`config.mk`:
```
export PLATFORM = sky130hd
export DESIGN_NAME = hpe_cell
export DESIGN_NICKNAME = d
export VERILOG_FILES = /design/src/rtl/hpe_pkg.sv /design/src/rtl/hpe_cell.sv
export SDC_FILE = /design/constraint.sdc
export NUM_CORES = 2
export LEC_CHECK = 0
export ABC_AREA = 1
export BUFFER_PORTS_ARGS = -buffer_cell sky130_fd_sc_hd__buf_2
export CAP_MARGIN = 10
export CORE_ASPECT_RATIO = 1.25
export CORE_MARGIN = 10
export CORE_UTILIZATION = 35
export CTS_BUF_LIST = sky130_fd_sc_hd__clkbuf_8 sky130_fd_sc_hd__clkbuf_16
export DETAILED_ROUTE_END_ITERATION = 6
export PLACE_DENSITY_LB_ADDON = 0.05
export SETUP_SLACK_MARGIN = 0.5
export SLEW_MARGIN = 0
export SYNTH_ARGS = -nofsm -noshare
export SYNTH_HDL_FRONTEND = slang
export SYNTH_SLANG_ARGS = --single-unit
```
`constraint.sdc`:
```
create_clock -name i_clk -period 11.5 [get_ports i_clk]
set_input_delay 2.3 -clock i_clk [delete_from_list [all_inputs] [get_ports i_clk]]
set_output_delay 2.3 -clock i_clk [all_outputs]
set_load 0.005 [all_outputs]
```
`src/rtl/hpe_pkg.sv`:
```
// Shared types and constants of the Horner polynomial evaluator.
// Depends on nothing; used by hpe_cell and horner_polynomial_evaluator_core.
package hpe_pkg;

    // Fixed field widths
    localparam int DATA_W    = 32;
    localparam int PROD_W    = 64;
    localparam int NUM_W     = 3;
    localparam int CFG_IDX_W = 3;
    localparam int COEF_REGS = 7;

    // Default parameter values
    localparam int DEF_MAX_TERMS = 7;
    localparam int DEF_FRAC_BITS = 16;

    // Configuration register indexes
    localparam logic [CFG_IDX_W-1:0] CFG_NUM_TERMS = 3'd0;
    localparam logic [CFG_IDX_W-1:0] CFG_COEF_BASE = 3'd1;

    // Reset value of the term count
    localparam logic [NUM_W-1:0] NUM_TERMS_RST = 3'd1;

    // Data carried from cell to cell along the chain
    typedef struct packed {
        logic signed [DATA_W-1:0] acc;
        logic signed [DATA_W-1:0] x;
        logic                     ovf;
    } t_item;

endpackage

```
`src/rtl/hpe_cell.sv`:
```
// One Horner step cell: multiply by x, round, add a coefficient, saturate.
// Two register stages per cell; uses hpe_pkg for t_item and widths.
module hpe_cell
    import hpe_pkg::*;
#(
    parameter int FRAC_BITS = DEF_FRAC_BITS
) (
    input  logic                     i_clk,
    input  logic                     i_rst_n,
    input  logic                     i_en,
    input  logic signed [DATA_W-1:0] i_coef,
    input  logic                     i_valid,
    input  t_item                    i_item,
    output logic                     o_valid,
    output t_item                    o_item
);

    // Half an LSB of the result, zero when there are no fraction bits
    localparam logic signed [PROD_W-1:0] ROUND_BIAS =
        (PROD_W'(64'sd1) <<< FRAC_BITS) >>> 1;
    localparam logic signed [PROD_W-1:0] SAT_MAX = 64'sd2147483647;
    localparam logic signed [PROD_W-1:0] SAT_MIN = -64'sd2147483648;

    logic                     r_a_valid;
    logic signed [PROD_W-1:0] r_a_prod;
    t_item                    r_a_item;
    logic signed [PROD_W-1:0] n_a_prod;

    logic                     r_b_valid;
    t_item                    r_b_item;
    t_item                    n_b_item;

    logic signed [PROD_W-1:0] w_coef_ext;
    logic signed [PROD_W-1:0] w_sum;
    logic signed [PROD_W-1:0] w_res;
    logic                     w_sat_hi;
    logic                     w_sat_lo;

    // Stage A: exact product of running value and x
    assign n_a_prod = i_item.acc * i_item.x;

    always_ff @(posedge i_clk) begin
        if (!i_rst_n) begin
            r_a_valid <= 1'b0;
        end else begin
            r_a_valid <= i_valid;
        end
    end

    always_ff @(posedge i_clk) begin
        r_a_prod <= n_a_prod;
        r_a_item <= i_item;
    end

    // Stage B: round and add the coefficient in one sum, then floor-shift.
    // Adding coef * 2^F before the shift equals adding coef after it.
    always_comb begin
        w_coef_ext = PROD_W'(i_coef) <<< FRAC_BITS;
        w_sum      = r_a_prod + ROUND_BIAS + w_coef_ext;
        w_res      = w_sum >>> FRAC_BITS;
        w_sat_hi   = (w_res > SAT_MAX);
        w_sat_lo   = (w_res < SAT_MIN);
    end

    // Clamp when the step is in use, pass the item through otherwise
    always_comb begin
        n_b_item = r_a_item;
        if (i_en) begin
            if (w_sat_hi) begin
                n_b_item.acc = SAT_MAX[DATA_W-1:0];
            end else if (w_sat_lo) begin
                n_b_item.acc = SAT_MIN[DATA_W-1:0];
            end else begin
                n_b_item.acc = w_res[DATA_W-1:0];
            end
            n_b_item.ovf = r_a_item.ovf | w_sat_hi | w_sat_lo;
        end
    end

    always_ff @(posedge i_clk) begin
        if (!i_rst_n) begin
            r_b_valid <= 1'b0;
        end else begin
            r_b_valid <= r_a_valid;
        end
    end

    always_ff @(posedge i_clk) begin
        r_b_item <= n_b_item;
    end

    assign o_valid = r_b_valid;
    assign o_item  = r_b_item;

endmodule

```
==> run_results.csv <==
group,metric,value,unit
clock_network,cts_tree,"yes",
worst_setup_path,r2r-end,"o_item[33]$_DFF_P_",
floorplanning,start_util,35.2,%
final_layout,syn2layout_area_growth,7.36,%
route,routedWlPerCell,20.8,um
clock_network,cts_root_buf,"clkbuf_16",
timing,fin_crit_sh,85.6,%
grt,grt_max_degree,34,
clock_network,post-cts-setup-buffer-count,0,
worst_setup_path,endpoint,"r_a_prod[63]$_DFF_P_",
timing,setup_tns,0,ns
yosys,postSynthAreaPerCell,7.91,sq um
worst_setup_path,rr_startpoint,"r_a_prod[15]$_DFF_P_",
route,drt_iter0_markers,1828,
yosys,postSynthCellCount,5779,
placement,io_buffers,166,
timing,relSlewSlack,24.9,%
route,drt_wl_total,157,mm
worst_setup_path,cp.depth,23,
timing,final-max-slew-violation-count,0,
clock_network,ctsResizeCount,0,
placement,dp_hpwl,134,mm
worst_setup_path,crit_fanout,33,
clock_network,path_clk_slew,0.10,ns
yosys,synthesis.area,0.0457,sq mm
timing,finalCriticalPeriod,9.85,ns
placement,routabilityCongestion,0.913,
timing,report.final.setup_viol,0,
worst_setup_path,path_common_cell,"fa_1",
route,detail_route.first_pass.iterations,5,
floorplanning,core-area,0.130,sq mm
grt,overflow,0,
floorplanning,die_area,0.146,sq mm
route,viasPerCell,4.59,
clock_network,hold_buffers,0,
worst_setup_path,critPathTopFamily,"adder cells",
route,vias,34800,
final_layout,nNetsFinal,7249,
clock_network,clk_latency,0.56,ns
yosys,ys_seq_area_share,7.92,%
timing,rsz0062_at_grt,"no",
yosys,ys_ff_latch,181,
floorplanning,ios,167,
status,run_status,"finished clean",
final_layout,drive_gt1_share,6.07,%
worst_setup_path,max_stage_delay,1.04,ns
route,drc,0,
timing,final-hold-violation-count,0,
worst_setup_path,r2r_slack,7.74,ns
worst_setup_path,r2r_cells,18,
worst_setup_path,cp_slowest_cell,"fa_1",
worst_setup_path,cp_cell_sequence,"buf_2 > nand2_1 > fa_1 > fa_1 > fa_1 > inv_1 > fa_1 > fa_1 > fa_1 > inv_1 > fa_1 > inv_1 > fa_1 > ha_1 > nand2_1 > nor2_1 > inv_1 > nor4_1 > nand2_1 > nor3_1 > nand2_1 > nand2_1 > xor2_1",
yosys,ys.warnings.count,0,
worst_setup_path,crit_arrival,10.33,ns
yosys,yosys.cell_types.count,44,
min_path,min_path_type,"register to register",
timing,skew,0.0219,ns
worst_setup_path,cp-start-kind,"input pin",
worst_setup_path,crit_type,"input pin to register",
worst_setup_path,worstPathRequired,11.98,ns
worst_setup_path,crit_start,"i_item[10]",
clock_network,clock_sinks,181,
floorplanning,dieWidth,343,um
floorplanning,rows,148,
run,maxCapViolCount,0,
clock_network,cts_buffers,17,
timing,worstMarginPinSlew,1.13,ns
worst_setup_path,crit_buf_inv,5,
worst_setup_path,cp-end-kind,"register",
timing,fmax,0.102,GHz
floorplanning,die_h,424,um
grt,grt_pass1_vias,39300,
grt,grt_pass1_wl,243,mm
clock_network,cts_buffer_depth,2,
grt,track_usage,22.3,%
clock_network,htreeDepth,4,
grt,antenna_found_initial,6,
final_layout,final_common_cell,"inv_1",
final_layout,layout_common_cells,"inv_1, nand2_1, fa_1",
yosys,synth_nets,7189,
route,ant_nets,0,
## stage by stage
stage / utilization, % / std cells / setup WS [ns] / instance area, sq um / hold WS (ns)
final: 37.8 / 7579 / 1.65 / 49100 / 0.323
after global routing: 37.8 / 7577 / 1.16 / 49100 / 0.332
after CTS: 37.8 / 7577 / 1.64 / 49100 / 0.325
after detailed placement: 37.3 / 7545 / 1.02 / 48500 / 0.312
after global placement: 37.3 / 7545 / 1.01 / 48500 / 0.310
after floorplan: - / 5779 / 2.24 / 45700 / 0.310
## worst reg2reg max path: cells and delay by family, from the launching register on
kind	cells	cell delay (ns)
simple gates	14	1.64
flops	1	0.42
compound gates	2	0.55
fa+ha+maj	1	0.56
buf+inv	1	0.44
## registers in the layout, indices dropped and copies added, names as in the netlist
register	flops
o_item	65
r_a_prod	49
r_a_item	33
n_b_item	32
o_valid	1
r_a_valid	1
## cell type report
class                           count  area, sq um
Antenna cell                        2         5.00
Clock buffer                       17          425
Clock inverter                     15          160
Fill cell                       13900        80900
Inverter                         1797         6750
Multi-Input combinational cell   3599        34600
Sequential cell                   181         3620
Tap cell                         1725         2160
Timing Repair Buffer              243         1420
## cell usage after synthesis (all sizes together)
| cell type | instances | area [sq um] |
|---|---|---|
| ha | 227 | 2840 |
| a31oi | 27 | 169 |
| and2 | 1 | 6.26 |
| nor2 | 240 | 928 |
| clkinv | 1 | 3.75 |
| a211o | 1 | 8.76 |
| xnor2 | 41 | 367 |
| a21o | 2 | 15.0 |
| nand3b | 3 | 22.5 |
| inv | 1796 | 6740 |
| buf | 8 | 75.1 |
| nor3 | 25 | 145 |
| o221ai | 2 | 17.5 |
| o21ai | 62 | 318 |
| o21bai | 10 | 75.1 |
| or2 | 11 | 68.8 |
| xor2 | 57 | 499 |
| nor4 | 7 | 43.8 |
| dfxtp | 181 | 3620 |
| o2111ai | 1 | 8.76 |
| o31ai | 1 | 7.51 |
| a311oi | 1 | 8.76 |
| o211ai | 3 | 22.5 |
| nand3 | 61 | 325 |
| a21oi | 166 | 955 |
| clkbuf | 194 | 728 |
| o21a | 11 | 82.6 |
| nand4 | 30 | 188 |
| nand2 | 1523 | 5740 |
| a2111oi | 1 | 8.76 |
| fa | 1082 | 21700 |
| a211oi | 3 | 22.5 |
## metal layers
| layer | wire [um] | global-route usage [%] | vias to the layer above |
|---|---|---|---|
| li1 | - | - | 16300 |
| met1 | 66200 | 27.4 | 17900 |
| met2 | 83200 | 41.3 | 577 |
| met3 | 4780 | 2.36 | 124 |
| met4 | 3050 | 4.96 | 2 |
| met5 | 13 | 0 | - |
## worst min path at each step
stage	from	end	slack [ns]	cells past startpoint
6_report	n_b_item[24]$_DFF_P_	o_item[24]$_DFF_P_	0.32	0
5_1_grt	n_b_item[11]$_DFF_P_	o_item[11]$_DFF_P_	0.33	0
4_1_cts	n_b_item[24]$_DFF_P_	o_item[24]$_DFF_P_	0.32	0
3_5_place_dp	n_b_item[23]$_DFF_P_	o_item[23]$_DFF_P_	0.31	0
3_3_place_gp	n_b_item[17]$_DFF_P_	o_item[17]$_DFF_P_	0.31	0
2_1_floorplan	n_b_item[10]$_DFF_P_	o_item[10]$_DFF_P_	0.31	0
## cell families after synthesis
family / count (synthesis) / synth area share, %
fa+ha+maj: 1309 / 53.6
xor+xnor: 98 / 1.89
buf+inv: 1999 / 16.5
flops: 181 / 7.92
compound gates: 291 / 3.76
simple gates: 1901 / 16.3
Power is not shown: default switching activity piles up to over one toggle a cycle in this logic, so the estimate is an artifact.
